$ cat src/rtl/core/http_response_stream_parser_top_assert.svh
// Assertion macros for the response parser; empty when synthesising.
`ifndef HTTP_RESPONSE_STREAM_PARSER_TOP_ASSERT_SVH
`define HTTP_RESPONSE_STREAM_PARSER_TOP_ASSERT_SVH

`ifndef SYNTHESIS
`define HRSP_ASSERT_IMPLIES(label, ante, cons) \
    label: assert property (@(posedge aclk) disable iff (!aresetn) (ante) |-> (cons)) \
        else $error("hrsp: implication failed");
`define HRSP_ASSERT_NEXT(label, ante, cons) \
    label: assert property (@(posedge aclk) (ante) |=> (cons)) \
        else $error("hrsp: next-cycle check failed");
`else
`define HRSP_ASSERT_IMPLIES(label, ante, cons)
`define HRSP_ASSERT_NEXT(label, ante, cons)
`endif

`endif

$ cat src/rtl/core/hrsp_pkg.sv
package hrsp_pkg;

    typedef struct packed {
        logic [7:0] rx_byte;
        logic       end_of_stream;
    } in_t;

    typedef struct packed {
        logic [7:0]  body_byte;
        logic        body_valid;
        logic        done_res;
        logic [9:0]  status_code;
        logic [31:0] body_length;
        logic        is_error;
    } out_t;

    // Byte classes worked out ahead of the parser
    typedef struct packed {
        logic       nul;
        logic       lf;
        logic       cr;
        logic       ws;
        logic       space;
        logic       colon;
        logic       plus;
        logic       minus;
        logic       xchar;
        logic       is_dig;
        logic [3:0] dig;
        logic       hex_ok;
        logic [3:0] hexd;
    } cls_t;

    typedef struct packed {
        in_t  data;
        cls_t cls;
    } entry_t;

    localparam int QDEPTH = 4;
    localparam int QAW    = 2;

    localparam logic [9:0] ERR_STATUS = 10'd400;
    localparam logic [9:0] MAX_STATUS = 10'd999;

    function automatic logic [7:0] k_stat(input logic [4:0] p);
        unique case (p)
            5'd0: k_stat = "H";
            5'd1: k_stat = "T";
            5'd2: k_stat = "T";
            5'd3: k_stat = "P";
            5'd4: k_stat = "/";
            default: k_stat = 8'h00;
        endcase
    endfunction

    function automatic logic [7:0] k_clen(input logic [4:0] p);
        unique case (p)
            5'd0:  k_clen = "C";
            5'd1:  k_clen = "o";
            5'd2:  k_clen = "n";
            5'd3:  k_clen = "t";
            5'd4:  k_clen = "e";
            5'd5:  k_clen = "n";
            5'd6:  k_clen = "t";
            5'd7:  k_clen = "-";
            5'd8:  k_clen = "L";
            5'd9:  k_clen = "e";
            5'd10: k_clen = "n";
            5'd11: k_clen = "g";
            5'd12: k_clen = "t";
            5'd13: k_clen = "h";
            default: k_clen = 8'h00;
        endcase
    endfunction

    function automatic logic [7:0] k_tenc(input logic [4:0] p);
        unique case (p)
            5'd0:  k_tenc = "T";
            5'd1:  k_tenc = "r";
            5'd2:  k_tenc = "a";
            5'd3:  k_tenc = "n";
            5'd4:  k_tenc = "s";
            5'd5:  k_tenc = "f";
            5'd6:  k_tenc = "e";
            5'd7:  k_tenc = "r";
            5'd8:  k_tenc = "-";
            5'd9:  k_tenc = "E";
            5'd10: k_tenc = "n";
            5'd11: k_tenc = "c";
            5'd12: k_tenc = "o";
            5'd13: k_tenc = "d";
            5'd14: k_tenc = "i";
            5'd15: k_tenc = "n";
            5'd16: k_tenc = "g";
            default: k_tenc = 8'h00;
        endcase
    endfunction

    function automatic logic [7:0] k_chunk(input logic [3:0] p);
        unique case (p)
            4'd0: k_chunk = "c";
            4'd1: k_chunk = "h";
            4'd2: k_chunk = "u";
            4'd3: k_chunk = "n";
            4'd4: k_chunk = "k";
            4'd5: k_chunk = "e";
            4'd6: k_chunk = "d";
            4'd7: k_chunk = 8'h0d;
            4'd8: k_chunk = 8'h0a;
            default: k_chunk = 8'h00;
        endcase
    endfunction

endpackage

$ cat src/rtl/core/hrsp_front.sv
module hrsp_front
    import hrsp_pkg::*;
(
    input  in_t    in_data,
    output entry_t entry
);

    logic [7:0] b;

    assign b = in_data.rx_byte;

    // Classify the byte for the parser
    always_comb begin
        entry.data       = in_data;
        entry.cls.nul    = (b == 8'h00);
        entry.cls.lf     = (b == 8'h0a);
        entry.cls.cr     = (b == 8'h0d);
        entry.cls.ws     = (b == 8'h20) || (b >= 8'h09 && b <= 8'h0d);
        entry.cls.space  = (b == 8'h20);
        entry.cls.colon  = (b == ":");
        entry.cls.plus   = (b == "+");
        entry.cls.minus  = (b == "-");
        entry.cls.xchar  = (b == "x") || (b == "X");
        entry.cls.is_dig = (b >= "0") && (b <= "9");
        entry.cls.dig    = b[3:0];
        entry.cls.hex_ok = 1'b1;
        entry.cls.hexd   = b[3:0];
        if (b >= "0" && b <= "9") begin
            entry.cls.hexd = b[3:0];
        end else if ((b >= "a" && b <= "f") || (b >= "A" && b <= "F")) begin
            entry.cls.hexd = b[3:0] + 4'd9;
        end else begin
            entry.cls.hex_ok = 1'b0;
        end
    end

endmodule

$ cat src/rtl/core/hrsp_queue.sv
module hrsp_queue
    import hrsp_pkg::*;
(
    input  logic   aclk,
    input  logic   aresetn,
    input  logic   push,
    input  entry_t push_entry,
    output logic   not_full,
    input  logic   pop,
    output logic   not_empty,
    output entry_t head
);

    entry_t             mem_reg [QDEPTH];
    logic [QAW-1:0]     wr_ptr_reg;
    logic [QAW-1:0]     rd_ptr_reg;
    logic [QAW:0]       count_reg;

    assign not_full  = (count_reg != (QAW+1)'(QDEPTH));
    assign not_empty = (count_reg != '0);
    assign head      = mem_reg[rd_ptr_reg];

    // Store requests
    always_ff @(posedge aclk) begin
        if (push) begin
            mem_reg[wr_ptr_reg] <= push_entry;
        end
    end

    // Advance pointers and occupancy
    always_ff @(posedge aclk) begin
        if (!aresetn) begin
            wr_ptr_reg <= '0;
            rd_ptr_reg <= '0;
            count_reg  <= '0;
        end else begin
            if (push) begin
                wr_ptr_reg <= wr_ptr_reg + 1'b1;
            end
            if (pop) begin
                rd_ptr_reg <= rd_ptr_reg + 1'b1;
            end
            if (push && !pop) begin
                count_reg <= count_reg + 1'b1;
            end else if (pop && !push) begin
                count_reg <= count_reg - 1'b1;
            end
        end
    end

endmodule

$ cat src/rtl/core/hrsp_back.sv
module hrsp_back
    import hrsp_pkg::*;
#(
    parameter int LW = 32
) (
    input  logic   aclk,
    input  logic   aresetn,
    input  logic   q_valid,
    input  entry_t q_head,
    output logic   q_pop,
    output logic   m_valid,
    input  logic   m_ready,
    output out_t   m_data
);

    typedef enum logic [3:0] {
        PH_HDR, PH_CRSKIP, PH_HALT, PH_CLEN, PH_CSIZE, PH_CDATA, PH_CGAP, PH_PLAIN, PH_FIN
    } phase_t;

    typedef struct packed {
        logic [2:0]    st;
        logic [LW-1:0] v;
    } num_r_t;

    localparam logic [2:0] DS_SPACE  = 3'd0;
    localparam logic [2:0] DS_DIGITS = 3'd1;
    localparam logic [2:0] DS_STOP   = 3'd2;
    localparam logic [2:0] DS_NEG    = 3'd3;
    localparam logic [2:0] HS_SPACE  = 3'd0;
    localparam logic [2:0] HS_SIGN   = 3'd1;
    localparam logic [2:0] HS_DIGITS = 3'd2;
    localparam logic [2:0] HS_ZERO   = 3'd3;
    localparam logic [2:0] HS_X      = 3'd4;
    localparam logic [2:0] HS_STOP   = 3'd5;
    localparam logic [2:0] HS_NEG    = 3'd6;

    localparam logic [1:0] HK_NONE  = 2'd0;
    localparam logic [1:0] HK_CLEN  = 2'd1;
    localparam logic [1:0] HK_TENC  = 2'd2;

    localparam logic [3:0] VM_FULL = 4'd9;
    localparam logic [3:0] VM_FAIL = 4'd15;

    localparam logic [LW-1:0] LMAX = '1;

    // Decimal digit feed, saturating at vmax
    function automatic num_r_t dec_feed(input logic [2:0] st, input cls_t c,
                                        input logic [LW-1:0] v, input logic [LW-1:0] vmax);
        num_r_t      r;
        logic [LW+3:0] w;
        r.st = st;
        r.v  = v;
        w = ({4'b0, v} << 3) + ({4'b0, v} << 1) + (LW+4)'(c.dig);
        if (st == DS_SPACE) begin
            if (c.ws) begin
                r.st = st;
            end else if (c.plus) begin
                r.st = DS_DIGITS;
            end else if (c.minus) begin
                r.st = DS_NEG;
                r.v  = '0;
            end else if (c.is_dig) begin
                r.st = DS_DIGITS;
                r.v  = LW'(c.dig);
            end else begin
                r.st = DS_STOP;
            end
        end else if (st == DS_DIGITS) begin
            if (c.is_dig) begin
                r.v = (w > {4'b0, vmax}) ? vmax : w[LW-1:0];
            end else begin
                r.st = DS_STOP;
            end
        end
        return r;
    endfunction

    // Hex chunk-size feed, saturating at the length maximum
    function automatic num_r_t hex_feed(input logic [2:0] st, input cls_t c,
                                        input logic [LW-1:0] v);
        num_r_t r;
        logic   zero_ch;
        r.st = st;
        r.v  = v;
        zero_ch = c.is_dig && (c.dig == 4'd0);
        unique case (st)
            HS_SPACE, HS_SIGN: begin
                if (st == HS_SPACE && c.ws) begin
                    r.st = st;
                end else if (st == HS_SPACE && c.plus) begin
                    r.st = HS_SIGN;
                end else if (st == HS_SPACE && c.minus) begin
                    r.st = HS_NEG;
                    r.v  = '0;
                end else if (zero_ch) begin
                    r.st = HS_ZERO;
                end else if (c.hex_ok) begin
                    r.st = HS_DIGITS;
                    r.v  = LW'(c.hexd);
                end else begin
                    r.st = HS_STOP;
                end
            end
            HS_ZERO, HS_X: begin
                if (st == HS_ZERO && c.xchar) begin
                    r.st = HS_X;
                end else if (c.hex_ok) begin
                    r.st = HS_DIGITS;
                    r.v  = LW'(c.hexd);
                end else begin
                    r.st = HS_STOP;
                end
            end
            HS_DIGITS: begin
                if (c.hex_ok) begin
                    r.v = (|v[LW-1:LW-4]) ? LMAX : {v[LW-5:0], c.hexd};
                end else begin
                    r.st = HS_STOP;
                end
            end
            default: r.st = st;
        endcase
        return r;
    endfunction

    function automatic logic [31:0] len_out(input logic [LW-1:0] v);
        logic [63:0] e;
        e = 64'(v);
        return (|e[63:32]) ? 32'hffff_ffff : e[31:0];
    endfunction

    phase_t        phase_reg, phase_next;
    logic [4:0]    lpos_reg, lpos_next;
    logic [1:0]    nmf_reg, nmf_next;
    logic [3:0]    vmp_reg, vmp_next;
    logic [9:0]    status_reg, status_next;
    logic [LW-1:0] clen_reg, clen_next;
    logic          lpres_reg, lpres_next;
    logic          chunked_reg, chunked_next;
    logic [LW-1:0] crem_reg, crem_next;
    logic [LW-1:0] dcount_reg, dcount_next;
    logic [1:0]    skip_reg, skip_next;
    logic          pfx_reg, pfx_next;
    logic          on_status_reg, on_status_next;
    logic          colon_reg, colon_next;
    logic          past_first_reg, past_first_next;
    logic          space_seen_reg, space_seen_next;
    logic          body_started_reg, body_started_next;
    logic [1:0]    kind_reg, kind_next;
    logic [2:0]    nst_reg, nst_next;
    logic          m_valid_reg;
    out_t          m_data_reg;
    logic          res_valid;
    out_t          res_data;

    logic [7:0]    b;
    cls_t          c;
    num_r_t        nr;
    logic [LW-1:0] len_sel;

    assign b     = q_head.data.rx_byte;
    assign c     = q_head.cls;
    assign q_pop = q_valid && (!m_valid_reg || m_ready);

    assign m_valid = m_valid_reg;
    assign m_data  = m_data_reg;

    // Work out the next parser state and any result for the head request
    always_comb begin
        phase_next        = phase_reg;
        lpos_next         = lpos_reg;
        nmf_next          = nmf_reg;
        vmp_next          = vmp_reg;
        status_next       = status_reg;
        clen_next         = clen_reg;
        lpres_next        = lpres_reg;
        chunked_next      = chunked_reg;
        crem_next         = crem_reg;
        dcount_next       = dcount_reg;
        skip_next         = skip_reg;
        pfx_next          = pfx_reg;
        on_status_next    = on_status_reg;
        colon_next        = colon_reg;
        past_first_next   = past_first_reg;
        space_seen_next   = space_seen_reg;
        body_started_next = body_started_reg;
        kind_next         = kind_reg;
        nst_next          = nst_reg;
        res_valid         = 1'b0;
        res_data          = '0;
        nr                = '0;
        len_sel           = (body_started_reg && lpres_reg) ? clen_reg : dcount_reg;

        if (q_head.data.end_of_stream) begin
            // Emit summary and return to reset state
            res_valid            = 1'b1;
            res_data.done_res    = 1'b1;
            res_data.status_code = status_reg;
            res_data.body_length = len_out(len_sel);
            res_data.is_error    = (status_reg >= ERR_STATUS);
            phase_next        = PH_HDR;
            status_next       = '0;
            clen_next         = '0;
            lpres_next        = 1'b0;
            chunked_next      = 1'b0;
            crem_next         = '0;
            dcount_next       = '0;
            skip_next         = '0;
            body_started_next = 1'b0;
            lpos_next         = '0;
            nmf_next          = 2'b11;
            vmp_next          = '0;
            pfx_next          = 1'b1;
            on_status_next    = 1'b0;
            colon_next        = 1'b0;
            past_first_next   = 1'b0;
            space_seen_next   = 1'b0;
            kind_next         = HK_NONE;
            nst_next          = '0;
        end else begin
            unique case (phase_reg)
                PH_HDR: begin
                    if (c.nul) begin
                        phase_next = PH_HALT;
                    end else if (lpos_reg == '0 && (c.lf || c.cr)) begin
                        if (c.cr) begin
                            phase_next = PH_CRSKIP;
                        end else begin
                            body_started_next = 1'b1;
                            nst_next = '0;
                            if (lpres_reg) begin
                                phase_next = (clen_reg == '0) ? PH_FIN : PH_CLEN;
                            end else if (chunked_reg) begin
                                crem_next  = '0;
                                phase_next = PH_CSIZE;
                            end else begin
                                phase_next = PH_PLAIN;
                            end
                        end
                    end else if (c.lf) begin
                        // Close the line: latch chunked selection and content length, clear line state
                        if (colon_reg && past_first_reg && kind_reg == HK_TENC) begin
                            chunked_next = (vmp_reg == 4'd8);
                        end else if (kind_reg == HK_TENC) begin
                            chunked_next = (vmp_reg == VM_FULL);
                        end
                        if (colon_reg && past_first_reg && kind_reg == HK_CLEN) begin
                            nr = dec_feed(nst_reg, c, clen_reg, LMAX);
                            clen_next = nr.v;
                        end
                        lpos_next       = '0;
                        nmf_next        = 2'b11;
                        vmp_next        = '0;
                        pfx_next        = 1'b1;
                        on_status_next  = 1'b0;
                        colon_next      = 1'b0;
                        past_first_next = 1'b0;
                        space_seen_next = 1'b0;
                        kind_next       = HK_NONE;
                        nst_next        = '0;
                    end else begin
                        if (lpos_reg < 5'd5) begin
                            pfx_next = pfx_reg && (b == k_stat(lpos_reg));
                            if (lpos_reg == 5'd4 && pfx_next) begin
                                on_status_next = 1'b1;
                                status_next    = '0;
                                nst_next       = '0;
                            end
                        end
                        if (on_status_next) begin
                            if (lpos_reg >= 5'd9 && lpos_reg <= 5'd11) begin
                                nr = dec_feed(nst_reg, c, LW'(status_reg), LW'(MAX_STATUS));
                                status_next = nr.v[9:0];
                                nst_next    = nr.st;
                            end
                        end else if (!colon_reg) begin
                            if (c.colon) begin
                                colon_next = 1'b1;
                                if (nmf_reg[0] && lpos_reg == 5'd14) begin
                                    kind_next  = HK_CLEN;
                                    lpres_next = 1'b1;
                                    clen_next  = '0;
                                end else if (nmf_reg[1] && lpos_reg == 5'd17) begin
                                    kind_next = HK_TENC;
                                end else begin
                                    kind_next = HK_NONE;
                                end
                                nst_next = '0;
                                vmp_next = '0;
                            end else begin
                                if (lpos_reg >= 5'd14 || b != k_clen(lpos_reg)) begin
                                    nmf_next[0] = 1'b0;
                                end
                                if (lpos_reg >= 5'd17 || b != k_tenc(lpos_reg)) begin
                                    nmf_next[1] = 1'b0;
                                end
                            end
                        end else if (!past_first_reg) begin
                            past_first_next = 1'b1;
                            space_seen_next = c.space;
                        end else if (c.space && !space_seen_reg) begin
                            // Value restarts after the first space
                            space_seen_next = 1'b1;
                            if (kind_reg == HK_CLEN) begin
                                clen_next = '0;
                            end
                            nst_next = '0;
                            vmp_next = '0;
                        end else if (kind_reg == HK_CLEN) begin
                            nr = dec_feed(nst_reg, c, clen_reg, LMAX);
                            clen_next = nr.v;
                            nst_next  = nr.st;
                        end else if (kind_reg == HK_TENC) begin
                            if (vmp_reg < VM_FULL && b == k_chunk(vmp_reg)) begin
                                vmp_next = vmp_reg + 4'd1;
                            end else begin
                                vmp_next = VM_FAIL;
                            end
                        end
                        lpos_next = (lpos_reg < 5'd31) ? lpos_reg + 5'd1 : 5'd31;
                    end
                end
                PH_CRSKIP: begin
                    if (c.nul) begin
                        phase_next = PH_HALT;
                    end else if (c.lf) begin
                        body_started_next = 1'b1;
                        nst_next = '0;
                        if (lpres_reg) begin
                            phase_next = (clen_reg == '0) ? PH_FIN : PH_CLEN;
                        end else if (chunked_reg) begin
                            crem_next  = '0;
                            phase_next = PH_CSIZE;
                        end else begin
                            phase_next = PH_PLAIN;
                        end
                    end
                end
                PH_CLEN, PH_PLAIN, PH_CDATA: begin
                    if (phase_reg == PH_PLAIN && c.nul) begin
                        phase_next = PH_FIN;
                    end else begin
                        // Deliver a body byte
                        res_valid           = 1'b1;
                        res_data.body_byte  = b;
                        res_data.body_valid = 1'b1;
                        dcount_next = (dcount_reg != LMAX) ? dcount_reg + 1'b1 : dcount_reg;
                        if (phase_reg == PH_CLEN && dcount_next >= clen_reg) begin
                            phase_next = PH_FIN;
                        end
                        if (phase_reg == PH_CDATA) begin
                            crem_next = (crem_reg != '0) ? crem_reg - 1'b1 : crem_reg;
                            if (crem_next == '0) begin
                                phase_next = PH_CGAP;
                                skip_next  = 2'd2;
                            end
                        end
                    end
                end
                PH_CSIZE: begin
                    if (c.nul) begin
                        phase_next = PH_FIN;
                    end else if (c.lf) begin
                        phase_next = (crem_reg == '0) ? PH_FIN : PH_CDATA;
                    end else begin
                        nr = hex_feed(nst_reg, c, crem_reg);
                        crem_next = nr.v;
                        nst_next  = nr.st;
                    end
                end
                PH_CGAP: begin
                    skip_next = (skip_reg != '0) ? skip_reg - 2'd1 : skip_reg;
                    if (skip_next == '0) begin
                        phase_next = PH_CSIZE;
                        crem_next  = '0;
                        nst_next   = '0;
                    end
                end
                default: phase_next = phase_reg;
            endcase
        end
    end

    // Hold parser state; update on each popped request
    always_ff @(posedge aclk) begin
        if (!aresetn) begin
            phase_reg        <= PH_HDR;
            lpos_reg         <= '0;
            nmf_reg          <= 2'b11;
            vmp_reg          <= '0;
            status_reg       <= '0;
            clen_reg         <= '0;
            lpres_reg        <= 1'b0;
            chunked_reg      <= 1'b0;
            crem_reg         <= '0;
            dcount_reg       <= '0;
            skip_reg         <= '0;
            pfx_reg          <= 1'b1;
            on_status_reg    <= 1'b0;
            colon_reg        <= 1'b0;
            past_first_reg   <= 1'b0;
            space_seen_reg   <= 1'b0;
            body_started_reg <= 1'b0;
            kind_reg         <= HK_NONE;
            nst_reg          <= '0;
            m_valid_reg      <= 1'b0;
        end else begin
            if (q_pop) begin
                phase_reg        <= phase_next;
                lpos_reg         <= lpos_next;
                nmf_reg          <= nmf_next;
                vmp_reg          <= vmp_next;
                status_reg       <= status_next;
                clen_reg         <= clen_next;
                lpres_reg        <= lpres_next;
                chunked_reg      <= chunked_next;
                crem_reg         <= crem_next;
                dcount_reg       <= dcount_next;
                skip_reg         <= skip_next;
                pfx_reg          <= pfx_next;
                on_status_reg    <= on_status_next;
                colon_reg        <= colon_next;
                past_first_reg   <= past_first_next;
                space_seen_reg   <= space_seen_next;
                body_started_reg <= body_started_next;
                kind_reg         <= kind_next;
                nst_reg          <= nst_next;
                m_valid_reg      <= res_valid;
            end else if (m_ready) begin
                m_valid_reg <= 1'b0;
            end
        end
    end

    // Load the output register
    always_ff @(posedge aclk) begin
        if (q_pop && res_valid) begin
            m_data_reg <= res_data;
        end
    end

endmodule

$ cat src/rtl/core/http_response_stream_parser_top.sv
// HTTP/1.1 response parser: takes the response one byte per request and returns body bytes
// (plain, length-limited or chunk-decoded) and, on end of stream, one summary with status code,
// body length and error flag. A byte is taken every cycle while the four-entry request queue
// has room; the byte is written into the queue when it is taken, and the output register
// loads its result from the queue head when the parser pops that byte. While a result waits
// on m_ready the parser holds, and after four more bytes the queue is full and s_ready drops.
// The parser updates its whole state once per byte, which sets the rate at one byte per cycle
// while no result waits on m_ready.
module http_response_stream_parser_top
    import hrsp_pkg::*;
#(
    parameter int LEN_BITS = 32
) (
    input  logic aclk,
    input  logic aresetn,
    input  logic s_valid,
    output logic s_ready,
    input  in_t  s_data,
    output logic m_valid,
    input  logic m_ready,
    output out_t m_data
);

    entry_t front_entry;
    entry_t q_head;
    logic   q_not_full;
    logic   q_not_empty;
    logic   q_pop;

    assign s_ready = q_not_full;

    hrsp_front u_front (
        .in_data (s_data),
        .entry   (front_entry)
    );

    hrsp_queue u_queue (
        .aclk       (aclk),
        .aresetn    (aresetn),
        .push       (s_valid && q_not_full),
        .push_entry (front_entry),
        .not_full   (q_not_full),
        .pop        (q_pop),
        .not_empty  (q_not_empty),
        .head       (q_head)
    );

    hrsp_back #(
        .LW (LEN_BITS)
    ) u_back (
        .aclk    (aclk),
        .aresetn (aresetn),
        .q_valid (q_not_empty),
        .q_head  (q_head),
        .q_pop   (q_pop),
        .m_valid (m_valid),
        .m_ready (m_ready),
        .m_data  (m_data)
    );

`include "http_response_stream_parser_top_assert.svh"

    `HRSP_ASSERT_IMPLIES(a_one_kind, m_valid, m_data.body_valid ^ m_data.done_res)
    `HRSP_ASSERT_IMPLIES(a_body_clean, m_valid && m_data.body_valid, m_data.status_code == 10'd0 && m_data.body_length == 32'd0 && !m_data.is_error)
    `HRSP_ASSERT_IMPLIES(a_err_flag, m_valid && m_data.done_res, m_data.is_error == (m_data.status_code >= ERR_STATUS))
    `HRSP_ASSERT_NEXT(a_reset_idle, !aresetn, !m_valid && s_ready)

endmodule
$ cat config.mk
export PLATFORM = sky130hd
export DESIGN_NAME = http_response_stream_parser_top
export DESIGN_NICKNAME = d
export VERILOG_FILES = /design/src/rtl/core/hrsp_pkg.sv /design/src/rtl/core/hrsp_front.sv /design/src/rtl/core/hrsp_queue.sv /design/src/rtl/core/hrsp_back.sv /design/src/rtl/core/http_response_stream_parser_top.sv
export VERILOG_INCLUDE_DIRS = /design/src /design/src/rtl/core
export SDC_FILE = /design/constraint.sdc
export NUM_CORES = 1
export LEC_CHECK = 0
export ABC_AREA = 0
export BUFFER_PORTS_ARGS = -buffer_cell sky130_fd_sc_hd__buf_2
export CAP_MARGIN = 20
export CORE_ASPECT_RATIO = 0.7
export CORE_MARGIN = 1.5
export CORE_UTILIZATION = 30
export CTS_CLUSTER_DIAMETER = 30
export DETAILED_ROUTE_END_ITERATION = 6
export SLEW_MARGIN = 20
export SYNTH_ARGS = -nofsm -noshare
export SYNTH_HDL_FRONTEND = slang
export SYNTH_SLANG_ARGS = --single-unit
$ cat constraint.sdc
create_clock -name aclk -period 5.6 [get_ports aclk]
set_input_delay 0.56 -clock aclk [delete_from_list [all_inputs] [get_ports aclk]]
set_output_delay 0.56 -clock aclk [all_outputs]
set_load 0.005 [all_outputs]
==> flow_metrics.env <==
export IMPL_syn_inst=2371
export IMPL_setup_worst_path_start="u_back.dcount_reg[2]$_SDFFE_PN0P_"
export IMPL_n_fill_cell=6869
export IMPL_die_y_um=221.9
export IMPL_end_kind="flip-flop"
export IMPL_synthMuxAreaShare=0.03569
export IMPL_drive_above_1_share=0.1131
export IMPL_critPathTopFamily="simple AND/OR/NAND/NOR gates"
export IMPL_drc=14
export IMPL_grt_first_pass_wirelength_um=98020
export IMPL_synth_commonest_cells="nand2_1 (278), a21oi_1 (218), nor2_1 (215)"
export IMPL_cp_arrival_ns=5.29
export IMPL_critPathMaxStageDelay_ns=0.65
export IMPL_nets=2541
export IMPL_clk_pin_slew_ns=0.06
export IMPL_ys_flop_type="dfxtp_1"
export IMPL_r2r_end="u_back.phase_reg[0]$_SDFFE_PN0P_"
export IMPL_synthSimpleGateAreaFrac=0.2091
export IMPL_post_drt_via_cell_ratio=5.452
export IMPL_synthAdderAreaFrac=0.08771
export IMPL_dieArea_um2=70070
export IMPL_grt_pass1_vias=16497
export IMPL_start_util=0.3022
export IMPL_grt_start_max_net_pins=56
export IMPL_cp_num_cells=18
export IMPL_final_hold_violation_count=0
export IMPL_tightest_slew_ns=1.041
export IMPL_cpMaxStageDelayCell="or4_1"
export IMPL_crit_type="reg2reg"
export IMPL_diodes=0
export IMPL_cap_violations=0
export IMPL_clk_path_buf_depth=3
export IMPL_yosys_warnings=0
export IMPL_skew_ns=0.03727
export IMPL_outcome="finished with violations"
export IMPL_yosysTopAreaCellShare=0.2178
export IMPL_ys_ff_latch=315
export IMPL_cp_max_fo=8
export IMPL_wl_per_cell_um=18.71
export IMPL_synth_top_family_by_area="simple AND/OR/NAND/NOR gates"
export IMPL_cp_endpoint="u_back.phase_reg[0]$_SDFFE_PN0P_"
export IMPL_fin_ws_ns=0.8615
export IMPL_drt_iter0_drc=2127
export IMPL_synth_area_um2=20540
export IMPL_final_max_slew_viol_count=0
export IMPL_crit_required_ns=6.15
export IMPL_hold_path_class="in2reg"
export IMPL_cp_common_cell="nand3_1"
export IMPL_cts_root_buf="clkbuf_16"
export IMPL_violations="design-rule violations"
export IMPL_numPortBuffers=67
export IMPL_ant_nets=0
export IMPL_postCtsHoldBufs=0
export IMPL_drt_total_wl_um=62520
export IMPL_design_core_area_um2=67970
export IMPL_cts_made_buffers=61
export IMPL_worstSkewPairLatency_ns=0.62
export IMPL_drt_pass1_iter_count=7
export IMPL_fin_crit_sh=0.8462
export IMPL_period_needed_ns=4.738
export IMPL_powerDensity_nw_per_um2=413.5
export IMPL_grt_overflow=0
export IMPL_fp_dieW_um=315.8
export IMPL_peakVddDrop_v=0.0002753
export IMPL_rows=80
export IMPL_maxSlewHeadroom=0.2971
export IMPL_synth_top_cell_by_area="edfxtp_1"
export IMPL_cp_cell_sequence="and4_1 -> and2_1 -> nand3_1 -> nor2_1 -> or4_1 -> nor3_1 -> nand3_1 -> xnor2_1 -> ha_1 -> a21o_1 -> a21o_1 -> a21oi_1 -> o21ai_0 -> a31oi_1 -> a311o_1 -> nand3_1 -> o221ai_1 -> a22o_1"
export IMPL_ys_seq_area_frac=0.3796
export IMPL_synth_cell_type_count=90
export IMPL_largest_reg_flops=96
export IMPL_ios=68
export IMPL_reg2reg_depth=18
export IMPL_p_leak_nw=9.425
export IMPL_synth_compound_area_share=0.1958
export IMPL_h_tree_depth=2
export IMPL_reg2reg_slack_ns=0.86
export IMPL_antenna_found_initial=3
export IMPL_path_buf_inv=0
export IMPL_num_vias=18221
export IMPL_dpl_hpwl_um=44290
export IMPL_synthesis_nets=2525
export IMPL_synth_xor_area_frac=0.04776
export IMPL_cts_resized=0
export IMPL_cts_tree="built"
export IMPL_grt_usage=0.1754
export IMPL_rsz0062_at_grt="no"
export IMPL_cp_start_kind="flip-flop"
export IMPL_fmax_mhz=211.0
export IMPL_gp_congestion=0.8926
export IMPL_synth_edff_count=149
export IMPL_avgSynthCellArea_um2=8.663
export IMPL_area_growth_pct=16.56
export IMPL_fin_tns_setup_ns=0
export IMPL_cts_setup_buffers=0
export IMPL_r2r_start="u_back.dcount_reg[2]$_SDFFE_PN0P_"
export IMPL_yosysMostFrequentCell="nand2_1"
export IMPL_async_reset_ff_frac=0
export IMPL_setup_viol=0
export IMPL_post_place_ws_ns=0.9315
export IMPL_cts_sinks=315
export IMPL_synth_area_leaders="edfxtp_1 (22%), dfxtp_1 (16%), ha_1 (8.3%), a21oi_1 (5.3%), nand2_1 (5.1%)"
==> per-stage QoR <==
stage	instances	area, µm²	utilization	power (W)	hold slack, ns
after floorplan	2371	20540	-	0.004900	0.4358
after global placement	3226	21720	0.3196	0.005945	0.4561
after detailed placement	3226	21720	0.3196	0.005956	0.4609
after CTS	3342	23940	0.3523	0.009912	0.1238
after global routing	3342	23940	0.3523	0.01038	0.1371
final	3342	23940	0.3523	0.009900	0.1564
==> worst min-delay path by stage <==
stage / slack (ns) / depth (start not counted) / endpoint / from
detailed placement: 0.46 / 1 / u_back.skip_reg[0]$_SDFFE_PN0P_ / u_back.skip_reg[0]$_SDFFE_PN0P_
global placement: 0.46 / 1 / u_back.skip_reg[0]$_SDFFE_PN0P_ / u_back.skip_reg[0]$_SDFFE_PN0P_
finish: 0.16 / 1 / u_queue.mem_reg[2][19]$_DFFE_PP_ / s_data[0]
CTS: 0.12 / 1 / u_queue.mem_reg[2][19]$_DFFE_PP_ / s_data[0]
global route: 0.14 / 1 / u_queue.mem_reg[2][19]$_DFFE_PP_ / s_data[0]
floorplan: 0.44 / 1 / u_back.skip_reg[0]$_SDFFE_PN0P_ / u_back.skip_reg[0]$_SDFFE_PN0P_
==> cell type report <==
type | count | area (µm²) | share of cell area
flip-flops and latches | 315 | 7799 | 0.3257
repair buffers | 105 | 620.6 | 0.02592
clock inverters | 53 | 668.1 | 0.02791
multi-input cells | 1823 | 11870 | 0.4957
inverters | 81 | 304.0 | 0.01270
clock buffers | 63 | 1555 | 0.06496
well taps | 902 | 1129 | 0.04714
==> kinds of logic (layout without fill, tap and decap cells) <==
kind of cell | after synthesis | after routing
and+or+nand+nor | 888 | 888
AOI/OAI and AO/OA | 638 | 638
DFF | 315 | 315
buffers and inverters | 233 | 302
adders and majority gates | 141 | 141
xor gates and xnor gates | 112 | 112
muxes | 44 | 44
==> cell usage in the layout, fill, tap and decap left out, types with 10 or more instances in the layout <==
master	netlist	routed
o21a_1	11	11
buf_2	17	67
a22oi_1	21	21
nor3_1	79	79
nand2_1	278	278
nor2b_1	18	18
o21ai_0	149	147
ha_1	136	136
mux4_2	23	23
mux2i_1	17	17
or4_1	11	11
nand3_1	62	62
nor2_1	215	214
nor4_1	26	26
or3_1	24	24
edfxtp_1	149	149
a31oi_1	16	16
and2_1	27	27
xnor2_1	55	55
o31ai_1	10	10
clkbuf_16	0	62
a21oi_1	218	217
buf_4	2	38
xor2_1	57	57
inv_6	0	14
nand2b_1	17	17
a21o_1	48	48
inv_1	81	79
a211oi_1	29	29
dfxtp_1	166	165
and3_1	33	33
o211ai_1	32	32
nand4_1	38	38
==> per-layer routing <==
metal	GRT usage	part of all wire	vias up
met2	0.2253	0.38	740
met3	0.04246	0.097	59
li1	-	-	8755
met1	0.2877	0.52	8665
met4	0.02886	0.0094	2
met5	0	0.00021	-
==> power by group <==
group	internal, W	total (W)	switching (W)
registers	0.00278	0.00296	0.000178
logic	0.000927	0.00300	0.00208
clock network	0.00250	0.00393	0.00144
total	0.00621	0.00990	0.00369
No activity file was read; power rests on OpenSTA's default activity.
